$ cat src/sv/aip_pkg.sv
// Shared types and constants for the ASCII integer parser.
package aip_pkg;

    // Width of the consumed-byte count reported with each result.
    localparam int OFFSET_BITS = 16;

    typedef struct packed {
        logic [7:0] character;
        logic [5:0] radix;
        logic       last;
    } aip_item_t;

    typedef struct packed {
        logic signed [63:0]       result_value;
        logic [OFFSET_BITS-1:0]   end_offset;
    } aip_result_t;

endpackage

$ cat src/sv/ascii_integer_parser_core.sv
// Top level of the ASCII integer parser: input register, parse stage and result register.
//
//  Channel  Direction  Handshake                     Payload
//  item     in         item_valid / item_ready       aip_item_t   (one byte per transfer)
//  result   out        result_valid / result_ready   aip_result_t (one per string)
//
// A byte is taken into the input register and then folded into the parse state, where a
// last byte also loads the result register. A new byte can be taken every cycle unless
// the input side is held back; the 64-bit multiply-add of the accumulator by the base is
// the longest path.
// Only a last byte waiting behind an untaken result holds the input side back.
// Reset clears the parse state to the start of a new string and empties both registers.
module ascii_integer_parser_core (
    input  logic                 clk,
    input  logic                 rst_n,
    input  logic                 item_valid,
    output logic                 item_ready,
    input  aip_pkg::aip_item_t   item,
    output logic                 result_valid,
    input  logic                 result_ready,
    output aip_pkg::aip_result_t result
);
    import aip_pkg::*;

    logic        in_valid_reg;
    aip_item_t   in_item_reg;
    logic        out_valid_reg;
    aip_result_t out_result_reg;
    aip_result_t result_next;
    logic        advance;

    // A byte leaves the input register unless it ends a string and the result slot is full and not being taken.
    assign advance    = in_valid_reg
                        && (!in_item_reg.last || !out_valid_reg || result_ready);
    assign item_ready = !in_valid_reg || advance;

    aip_parse u_parse (
        .clk         (clk),
        .rst_n       (rst_n),
        .advance     (advance),
        .item        (in_item_reg),
        .result_next (result_next)
    );

    always_ff @(posedge clk or negedge rst_n)
    begin
        if (!rst_n)
        begin
            in_valid_reg  <= 1'b0;
            out_valid_reg <= 1'b0;
        end
        else
        begin
            if (item_ready)
            begin
                in_valid_reg <= item_valid;
            end
            if (advance && in_item_reg.last)
            begin
                out_valid_reg <= 1'b1;
            end
            else if (result_ready)
            begin
                out_valid_reg <= 1'b0;
            end
        end
    end

    always_ff @(posedge clk)
    begin
        if (item_valid && item_ready)
        begin
            in_item_reg <= item;
        end
        if (advance && in_item_reg.last)
        begin
            out_result_reg <= result_next;
        end
    end

    assign result_valid = out_valid_reg;
    assign result       = out_result_reg;

    a_stall_cause: assert property (@(posedge clk) disable iff (!rst_n)
        !item_ready |-> in_valid_reg && in_item_reg.last && out_valid_reg && !result_ready)
        else $error("input stalled without a blocked result");

    a_result_loads: assert property (@(posedge clk) disable iff (!rst_n)
        advance && in_item_reg.last |=> out_valid_reg)
        else $error("last byte processed but no result presented");

    a_no_overwrite: assert property (@(posedge clk) disable iff (!rst_n)
        out_valid_reg && !result_ready && in_valid_reg && in_item_reg.last |-> !advance)
        else $error("result overwritten before its transfer");

endmodule

$ cat src/sv/aip_parse.sv
// Parse state machine and per-byte digit accumulation for the ASCII integer parser.
module aip_parse (
    input  logic                 clk,
    input  logic                 rst_n,
    input  logic                 advance,
    input  aip_pkg::aip_item_t   item,
    output aip_pkg::aip_result_t result_next
);
    import aip_pkg::*;

    localparam logic [7:0] CH_NUL     = 8'h00;
    localparam logic [7:0] CH_SPACE   = 8'h20;
    localparam logic [7:0] CH_PLUS    = 8'h2B;
    localparam logic [7:0] CH_MINUS   = 8'h2D;
    localparam logic [7:0] CH_ZERO    = 8'h30;
    localparam logic [7:0] CH_NINE    = 8'h39;
    localparam logic [7:0] CH_UPPER_A = 8'h41;
    localparam logic [7:0] CH_UPPER_X = 8'h58;
    localparam logic [7:0] CH_UPPER_Z = 8'h5A;
    localparam logic [7:0] CH_LOWER_A = 8'h61;
    localparam logic [7:0] CH_LOWER_X = 8'h78;
    localparam logic [7:0] CH_LOWER_Z = 8'h7A;

    localparam logic [5:0] BASE_AUTO = 6'd0;
    localparam logic [5:0] BASE_OCT  = 6'd8;
    localparam logic [5:0] BASE_DEC  = 6'd10;
    localparam logic [5:0] BASE_HEX  = 6'd16;

    typedef enum logic [2:0] {
        PH_START,
        PH_SKIP,
        PH_PREFIX,
        PH_DIGITS,
        PH_DONE
    } phase_t;

    phase_t                 phase_reg, phase_next, step_phase;
    logic                   neg_reg, neg_next, step_neg;
    logic [5:0]             base_reg, base_next, step_base;
    logic [63:0]            acc_reg, acc_next, step_acc;
    logic [OFFSET_BITS-1:0] count_reg, count_next;
    logic                   pend_reg, pend_next, step_pend;
    logic [1:0]             step_inc;
    logic [1:0]             total_inc;
    logic                   go;
    logic [7:0]             ch;
    logic                   digit_ok;
    logic [5:0]             digit_val;
    logic [OFFSET_BITS:0]   count_sum;
    logic [OFFSET_BITS-1:0] count_sat;

    assign ch = item.character;

    always_comb
    begin
        digit_ok  = 1'b1;
        digit_val = 6'd0;
        if (ch >= CH_ZERO && ch <= CH_NINE)
        begin
            digit_val = 6'(ch - CH_ZERO);
        end
        else if (ch >= CH_LOWER_A && ch <= CH_LOWER_Z)
        begin
            digit_val = 6'(ch - CH_LOWER_A) + 6'd10;
        end
        else if (ch >= CH_UPPER_A && ch <= CH_UPPER_Z)
        begin
            digit_val = 6'(ch - CH_UPPER_A) + 6'd10;
        end
        else
        begin
            digit_ok = 1'b0;
        end
    end

    // One byte walks through the phases in order; go drops once the byte is used up.
    always_comb
    begin
        step_phase = phase_reg;
        step_neg   = neg_reg;
        step_base  = base_reg;
        step_acc   = acc_reg;
        step_pend  = pend_reg;
        step_inc   = 2'd0;
        go         = (phase_reg != PH_DONE);

        if (go && step_phase == PH_START)
        begin
            step_base  = item.radix;
            step_phase = PH_SKIP;
        end

        if (go && step_phase == PH_SKIP)
        begin
            if (ch == CH_SPACE)
            begin
                step_inc = 2'd1;
                go       = 1'b0;
            end
            else
            begin
                step_phase = PH_PREFIX;
                if (ch == CH_MINUS)
                begin
                    step_neg = 1'b1;
                    step_inc = 2'd1;
                    go       = 1'b0;
                end
                else if (ch == CH_PLUS)
                begin
                    step_inc = 2'd1;
                    go       = 1'b0;
                end
            end
        end

        if (go && step_phase == PH_PREFIX)
        begin
            if (step_pend)
            begin
                step_pend = 1'b0;
                if (ch == CH_LOWER_X || ch == CH_UPPER_X)
                begin
                    step_base  = BASE_HEX;
                    step_inc   = 2'd2;
                    step_phase = PH_DIGITS;
                    go         = 1'b0;
                end
                else
                begin
                    // The held zero becomes a digit; the accumulator is still zero.
                    if (step_base == BASE_AUTO)
                    begin
                        step_base = BASE_OCT;
                    end
                    step_inc   = 2'd1;
                    step_phase = PH_DIGITS;
                end
            end
            else if (ch == CH_ZERO && (step_base == BASE_AUTO || step_base == BASE_HEX))
            begin
                step_pend = 1'b1;
                go        = 1'b0;
            end
            else
            begin
                if (step_base == BASE_AUTO)
                begin
                    step_base = BASE_DEC;
                end
                step_phase = PH_DIGITS;
            end
        end

        if (go && step_phase == PH_DIGITS)
        begin
            if (ch == CH_NUL || !digit_ok || digit_val >= step_base)
            begin
                step_phase = PH_DONE;
            end
            else
            begin
                step_acc = acc_reg * {58'd0, step_base} + {58'd0, digit_val};
                step_inc = step_inc + 2'd1;
            end
        end
    end

    // The implied terminator after a last byte only matters when a zero is held.
    assign total_inc = (item.last && step_pend) ? step_inc + 2'd1 : step_inc;
    assign count_sum = {1'b0, count_reg} + (OFFSET_BITS + 1)'(total_inc);
    assign count_sat = count_sum[OFFSET_BITS] ? {OFFSET_BITS{1'b1}}
                                              : count_sum[OFFSET_BITS-1:0];

    assign result_next.result_value = $signed(step_neg ? (64'd0 - step_acc) : step_acc);
    assign result_next.end_offset   = count_sat;

    always_comb
    begin
        if (item.last)
        begin
            phase_next = PH_START;
            neg_next   = 1'b0;
            base_next  = BASE_AUTO;
            acc_next   = 64'd0;
            count_next = '0;
            pend_next  = 1'b0;
        end
        else
        begin
            phase_next = step_phase;
            neg_next   = step_neg;
            base_next  = step_base;
            acc_next   = step_acc;
            count_next = count_sat;
            pend_next  = step_pend;
        end
    end

    always_ff @(posedge clk or negedge rst_n)
    begin
        if (!rst_n)
        begin
            phase_reg <= PH_START;
            neg_reg   <= 1'b0;
            base_reg  <= BASE_AUTO;
            acc_reg   <= 64'd0;
            count_reg <= '0;
            pend_reg  <= 1'b0;
        end
        else if (advance)
        begin
            phase_reg <= phase_next;
            neg_reg   <= neg_next;
            base_reg  <= base_next;
            acc_reg   <= acc_next;
            count_reg <= count_next;
            pend_reg  <= pend_next;
        end
    end

    a_start_clean: assert property (@(posedge clk) disable iff (!rst_n)
        phase_reg == PH_START |-> acc_reg == 64'd0 && !neg_reg && !pend_reg
                                  && count_reg == '0)
        else $error("parser start state carries stale data");

    a_pend_in_prefix: assert property (@(posedge clk) disable iff (!rst_n)
        pend_reg |-> phase_reg == PH_PREFIX && acc_reg == 64'd0)
        else $error("held zero outside the prefix phase");

    a_last_restarts: assert property (@(posedge clk) disable iff (!rst_n)
        advance && item.last |=> phase_reg == PH_START)
        else $error("parser did not restart after the last byte");

endmodule
$ cat config.mk
export PLATFORM = sky130hd
export DESIGN_NAME = ascii_integer_parser_core
export DESIGN_NICKNAME = d
export VERILOG_FILES = /design/src/sv/aip_pkg.sv /design/src/sv/ascii_integer_parser_core.sv /design/src/sv/aip_parse.sv
export SDC_FILE = /design/constraint.sdc
export NUM_CORES = 1
export LEC_CHECK = 0
export BUFFER_PORTS_ARGS = -buffer_cell sky130_fd_sc_hd__buf_2
export CAP_MARGIN = 5
export CORE_UTILIZATION = 45
export DETAILED_ROUTE_END_ITERATION = 10
export GPL_ROUTABILITY_DRIVEN = 0
export PLACE_DENSITY_LB_ADDON = 0.08
export SLEW_MARGIN = 20
export SYNTH_ARGS = -nofsm -noshare
export SYNTH_HDL_FRONTEND = slang
export SYNTH_SLANG_ARGS = --single-unit
export TNS_END_PERCENT = 10
$ cat constraint.sdc
create_clock -name clk -period 8.6 [get_ports clk]
set_input_delay 0 -clock clk [delete_from_list [all_inputs] [get_ports clk]]
set_output_delay 0 -clock clk [all_outputs]
set_load 0.05 [all_outputs]
==> results of run 1 <==
-- report_power, final --
group	switching [uW]	leakage, uW	internal [uW]
Clock	436	0.000286	415
Combinational	2940	0.0101	1760
Sequential	199	0.00221	1100
Total	3570	0.0126	3270
-- metal layers --
| layer | track usage [%] | vias up | part of all wire [%] | wire length (microns) |
|---|---|---|---|---|
| li1 | - | 9151 | - | - |
| met1 | 41.2 | 10200 | 44 | 33600 |
| met2 | 46.2 | 872 | 45 | 34900 |
| met3 | 4.69 | 155 | 7.7 | 5960 |
| met4 | 10.6 | 4 | 3.6 | 2770 |
| met5 | 0 | - | 0.039 | 30 |
-- layout make-up --
class | count | area, sq um
Fill cell | 4642 | 23200
Multi-Input combinational cell | 2082 | 17900
Sequential cell | 188 | 5180
Timing Repair Buffer | 329 | 2390
Tap cell | 672 | 841
Clock buffer | 17 | 425
Inverter | 85 | 319
Clock inverter | 15 | 183
Antenna cell | 2 | 5.00
-- kinds of logic after synthesis --
| kind of cell | count (synthesis) | share of synthesized area [%] |
|---|---|---|
| flops | 188 | 22.3 |
| mux | 37 | 1.62 |
| compound gates | 569 | 16.2 |
| simple gates | 964 | 22.3 |
| buf+inv | 236 | 4.16 |
| xor+xnor | 126 | 4.81 |
| fa+ha+maj | 386 | 28.6 |
-- cells in the final DEF (no fill, tap or decap), types with 33 or more instances in the layout --
cell | Yosys | final
edfxtp_1 | 95 | 95
xor2_1 | 44 | 43
buf_4 | 2 | 198
ha_1 | 145 | 126
xnor2_1 | 81 | 78
a21o_1 | 34 | 33
inv_1 | 85 | 84
buf_2 | 11 | 99
nor3_1 | 51 | 44
nor2b_1 | 63 | 60
a21oi_1 | 145 | 127
nand2_1 | 228 | 224
fa_1 | 241 | 240
nor2_1 | 131 | 123
nand4_1 | 37 | 37
dfrtp_1 | 93 | 93
and2_1 | 275 | 273
o21ai_0 | 148 | 129
-- stage by stage --
stage          instances  TNS (ns)  cell area, sq um
5_1_grt             3388    -0.604             27200
2_1_floorplan       2506         0             23200
3_3_place_gp        3308    -0.403             25400
4_1_cts             3363         0             26300
3_5_place_dp        3308     -1.25             25400
6_report            3390         0             27200
-- path summary, 6_finish.rpt --
kind	from	slack, ns	depth (start not counted)	to
max reg2reg	in_item_reg[7]	0.17	32	result[79]
min	rst_n	0.1	2	u_parse.count_reg[10]
max in group asynchronous	rst_n	7.20	3	u_parse.acc_reg[32]
min reg2reg	u_parse.base_reg[1]	0.52	2	u_parse.base_reg[1]
min in group clk	item[11]	0.22	2	in_item_reg[11]
max	in_item_reg[7]	0.17	32	result[79]
-- critical path: cells and delay by family (launching register included) --
| family | cells | cell delay (ns) |
|---|---|---|
| flip-flops | 1 | 0.42 |
| AND/OR/NAND/NOR | 6 | 1.77 |
| multiplexers | 1 | 0.27 |
| AO/OA/AOI/OAI | 12 | 2.51 |
| XOR/XNOR | 1 | 0.09 |
| adder cells (fa/ha/maj) | 6 | 2.27 |
| buffers and inverters | 6 | 0.85 |
-- timing repair --
| action | CTS | global route |
|---|---|---|
| buffers inserted | 4 | 23 |
| pin swaps | 2 | 53 |
| gates cloned | 0 | 2 |
| endpoints found under the hold margin | 59 | 0 |
| hold buffers | 19 | 0 |
| endpoints found under the setup margin | 12 | 33 |
| gates resized for setup | 17 | 147 |
==> impl_metrics.csv, run 1 <==
group,metric,value,unit
route,final_antenna_net_count,0,
clock_network,cts-root-buf,"clkbuf_16",
sta,maxSlewViolCount,0,
synth,synth_fp_nets,2911,
place,pre_cts_ws,-0.214,ns
critical_path,critPathCaptureType,"flip-flop",
route,drc,0,
layout,largest_reg_flops,80,
synth,yosysTopAreaCell,"fa_1",
synth,syn-instance-count,2506,
synth,synth_common_cells,"275 x and2_1, 241 x fa_1, 228 x nand2_1",
power,vdd_drop_max,0.243,mV
sta,finalSetupViolCount,0,
synth,synth-seq-cells,188,
clock_network,cts_sinks,188,
power,leakagePower,0.0126,uW
sta,hold_violations,0,
route,drt_iter0_markers,1736,
layout,final_nets,3108,
layout,syn_to_final_growth,17.3,%
synth,synth-warning-count,0,
sta,rsz0062_at_grt,"true",
synth,synth_most_common_cell,"and2_1",
synth,synth-seq-area-share,22.3,%
grt,grt_pass1_vias,20600,
power,power_density,251,mW/mm^2
sta,max_freq,119,MHz
route,wl_per_cell,22.8,microns
sta,worst_slew_pin_slew,1.18,ns
critical_path,cp.required,8.85,ns
critical_path,slowest_delay,0.58,ns
floorplan,rows,82,
clock_network,cts_htree_levels,4,
floorplan,ios,101,
layout,drive_gt1_share,19.0,%
grt,grt_pass1_wl,120000,microns
synth,yosysTopAreaCellShare,20.8,%
critical_path,cp_max_fo,20,
floorplan,core_area,0.0505,sq mm
sta,setup_slack,0.173,ns
floorplan,die_w,229,microns
synth,ys_top_cells_by_area,"fa_1 21%, edfxtp_1 12%, dfrtp_1 10%",
layout,fin_util,54.0,%
place,hpwl,57500,microns
sta,slew_headroom,21.2,%
sta,whs,0.0985,ns
outcome,status,"complete, no violations",
grt,globalRouteOverflowTotal,0,
place,io_buffers,100,
clock_network,clkLatencyLatePin,0.49,ns
critical_path,cp_data_arrival_time,8.68,ns
synth,syn_area,0.0232,sq mm
critical_path,crit_top_cell,"fa_1",
grt,grt_max_degree,84,
critical_path,critPathKind,"reg2reg",
route,firstDrtPassIters,6,
synth,synth_edf_count,95,
route,num_vias,20400,
sta,timing.final.crit_share,98.0,%
route,viasPerCell,6.03,
hold_path,min_path_type,"in2async",
clock_network,cts-buffers-inserted,17,
grt,grtUsageTotal,29.5,%
synth,synth.distinct_cells,101,
clock_network,tritoncts,"built",
route,wl,77300,microns
floorplan,die_area,0.0525,sq mm
synth,ys.flop_type,"edfxtp_1",
grt,antenna_found_initial,3,
sta,period_needed,8.43,ns
power,power,6850,uW
critical_path,worst_setup_path_start_kind,"flip-flop",
floorplan,die_h,229,microns
synth,async_reset_ff_share,49.5,%
clock_network,clkTransAtPathRegs,0.09,ns
critical_path,critPathSlowestCell,"or4b_4",
synth,synth_area_per_cell,9.26,sq um
run,drv_cap,0,
floorplan,start_util,46.0,%
clock_network,clk_path_buf_depth,2,
sta,fin_worst_skew,0.0261,ns
No activity file was read; power rests on OpenSTA's default activity.
==> run 2: changes to the inputs <==
Settings changed: ABC_AREA from default to 1, CORE_ASPECT_RATIO from default to 1.25.
==> run 2 against run 1 <==
Sequential share of layout area rose by 0.20 points. Global-route usage is 2.7 points higher. Critical path depth increased by 6. Sequential cell count unchanged. Clock-buffer cell count grew 2.
==> impl_metrics.csv, run 2 <==
group,metric,value,unit
synth,synth_most_common_cell,"nand2_1",
grt,antenna_found_initial,0,
critical_path,cp_max_fo,55,
synth,async_reset_ff_share,49.5,%
layout,final_common_cell,"nand2_1",
synth,synth-seq-area-share,20.9,%
synth,synth_area_per_cell,6.92,sq um
critical_path,critPathKind,"reg2reg",
synth,ys.flop_type,"edfxtp_1",
floorplan,rows,95,
floorplan,core_area,0.0541,sq mm
sta,max_freq,124,MHz
clock_network,clkTransAtPathRegs,0.07,ns
floorplan,ios,101,
layout,n_fill_cell,5495,
grt,grtUsageTotal,32.1,%
synth,synth-seq-cells,188,
critical_path,rr_worst_depth,38,
route,drt_iter0_markers,2140,
layout,multi_input_area,0.0171,sq mm
sta,period_needed,8.09,ns
grt,globalRouteOverflowTotal,0,
layout,drive_gt1_share,6.95,%
critical_path,critPathSlowestCell,"buf_4",
route,firstDrtPassIters,8,
layout,final_nets,4079,
clock_network,cts-root-buf,"clkbuf_16",
route,wl_per_cell,20.0,microns
clock_network,cts-buffers-inserted,17,
grt,grt_max_degree,83,
layout,final-seq-area,0.00518,sq mm
synth,synth_edf_count,95,
route,num_vias,24100,
floorplan,die_h,265,microns
synth,synth.distinct_cells,52,
clock_network,cts_htree_levels,4,
layout,final_cell_mix,"1131 x nand2_1, 577 x nor2_1, 561 x inv_1, 241 x fa_1, 153 x nand3_1",
critical_path,slowest_delay,0.68,ns
sta,hold_violations,0,
sta,worst_slew_pin_slew,1.06,ns
clock_network,clkLatencyLatePin,0.46,ns
grt,grt_pass1_vias,24300,
route,drc,0,
place,hpwl,71300,microns
synth,yosysTopAreaCellShare,19.4,%
clock_network,clk_path_buf_depth,2,
synth,syn-instance-count,3588,
critical_path,cp_data_arrival_time,8.29,ns
sta,slew_headroom,29.6,%
hold_path,min_path_type,"in2async",
synth,synth-warning-count,0,
synth,synth_fp_nets,3993,
critical_path,worst_setup_path_start_kind,"flip-flop",
place,io_buffers,100,
critical_path,r2r_end,"result[58]",
outcome,status,"complete, no violations",
synth,ys_top_cells_by_area,"fa_1 19%, nand2_1 17%, edfxtp_1 11%",
synth,syn_area,0.0248,sq mm
clock_network,tritoncts,"built",
sta,maxSlewViolCount,0,
route,final_antenna_net_count,0,
critical_path,critPathCaptureType,"flip-flop",
layout,syn_to_final_growth,8.56,%
critical_path,cp.required,8.80,ns
sta,timing.final.crit_share,94.1,%
place,dp_cells,4362,
route,viasPerCell,5.47,
sta,finalSetupViolCount,0,
layout,diodes,0,
floorplan,start_util,45.9,%
critical_path,r2r_slack,0.51,ns
layout,largest_reg_flops,80,
clock_network,cts_sinks,188,
critical_path,crit_path_end,"result[58]",
critical_path,crit_top_cell,"nand2_1",
grt,grt_pass1_wl,137000,microns
layout,fin_cells,4413,
route,wl,88300,microns
floorplan,die_w,212,microns
run,drv_cap,0,
critical_path,timing.rr.start,"in_item_reg[11]",
synth,synth_common_cells,"1135 x nand2_1, 577 x nor2_1, 566 x inv_1",
synth,yosysTopAreaCell,"fa_1",
floorplan,die_area,0.0561,sq mm
critical_path,crit_start,"in_item_reg[11]",
sta,fin_worst_skew,0.0192,ns
==> run 2: cell count changes after synthesis, sizes merged, moves of 32 or more <==
cell	previous run	this run
clkbuf	121	49
a22o	32	0
nor2	132	599
nand3	31	161
mux2i	32	0
o22ai	7	74
xnor2	81	35
nand2	229	1173
a21o	34	0
a21oi	147	66
nor2b	63	0
and2	275	6
inv	85	577
o21ai	152	72
==> run 2: kinds of logic (layout without fill, tap and decap cells) <==
kind of cell / after synthesis / in the layout / share of synthesized area (%)
and+or+nand+nor: 2038 / 2038 / 33.9
buffers and inverters: 673 / 771 / 10.5
adders and majority gates: 386 / 386 / 26.7
AOI/OAI and AO/OA: 225 / 225 / 5.15
DFF: 188 / 188 / 20.9
xor gates and xnor gates: 78 / 78 / 2.78
==> run 2: how the worst min path moves through the flow <==
stage	cells after the start	end	slack [ns]
after floorplan	0	in_valid_reg	-0.30
after global placement	1	u_parse.acc_reg[4]	0.04
after detailed placement	1	result_valid	0.04
after CTS	2	result_valid	0.09
after global routing	2	result_valid	0.14
final	2	result_valid	0.08
==> run 2: worst max-delay path, delay by kind of cell, from the launching register on <==
kind                     cells  cell delay (ns)
flip-flops                   1             0.48
XOR/XNOR                     2             0.40
adder cells (fa/ha/maj)      6             2.53
buffers and inverters        5             1.05
AND/OR/NAND/NOR             25             3.32
==> run 2: timing repair <==
action,CTS,global route
setup buffers,0,0
resized for setup,0,2
endpoints found under the setup margin,0,11
hold buffers,19,0
endpoints found under the hold margin,54,0
==> run 2: stage by stage <==
stage | utilization (%) | instance area [sq um] | worst slack (ns) | hold WS (ns) | setup TNS, ns
final | 49.9 | 27000 | 0.510 | 0.0845 | 0
after global routing | 49.9 | 27000 | -0.000258 | 0.143 | -0.000258
after CTS | 49.8 | 26900 | 0.538 | 0.0889 | 0
after detailed placement | 48.3 | 26100 | 0.624 | 0.0361 | 0
after global placement | 48.3 | 26100 | 0.709 | 0.0408 | 0
after floorplan | - | 24800 | 2.02 | -0.296 | 0
==> run 2: area by class of cell <==
| type | instances | share of cell area (%) |
|---|---|---|
| Timing Repair Buffer | 149 | 3.62 |
| Multi-Input combinational cell | 2727 | 63.3 |
| Inverter | 591 | 8.27 |
| Clock buffer | 19 | 1.61 |
| Clock inverter | 12 | 0.599 |
| Sequential cell | 188 | 19.2 |
| Tap cell | 727 | 3.37 |
==> run 2: routing by layer <==
layer / vias up / GRT usage [%] / wire length, microns
met2: 1110 / 53.5 / 41500
met5: - / 0 / 0
met4: 0 / 16.8 / 5070
met1: 11600 / 40.2 / 35700
li1: 11200 / - / -
met3: 216 / 4.62 / 6080
Power of run 2 is left out: the tool's default activity adds up to more than one toggle a clock period on the data nets, which glitch-free logic cannot reach.
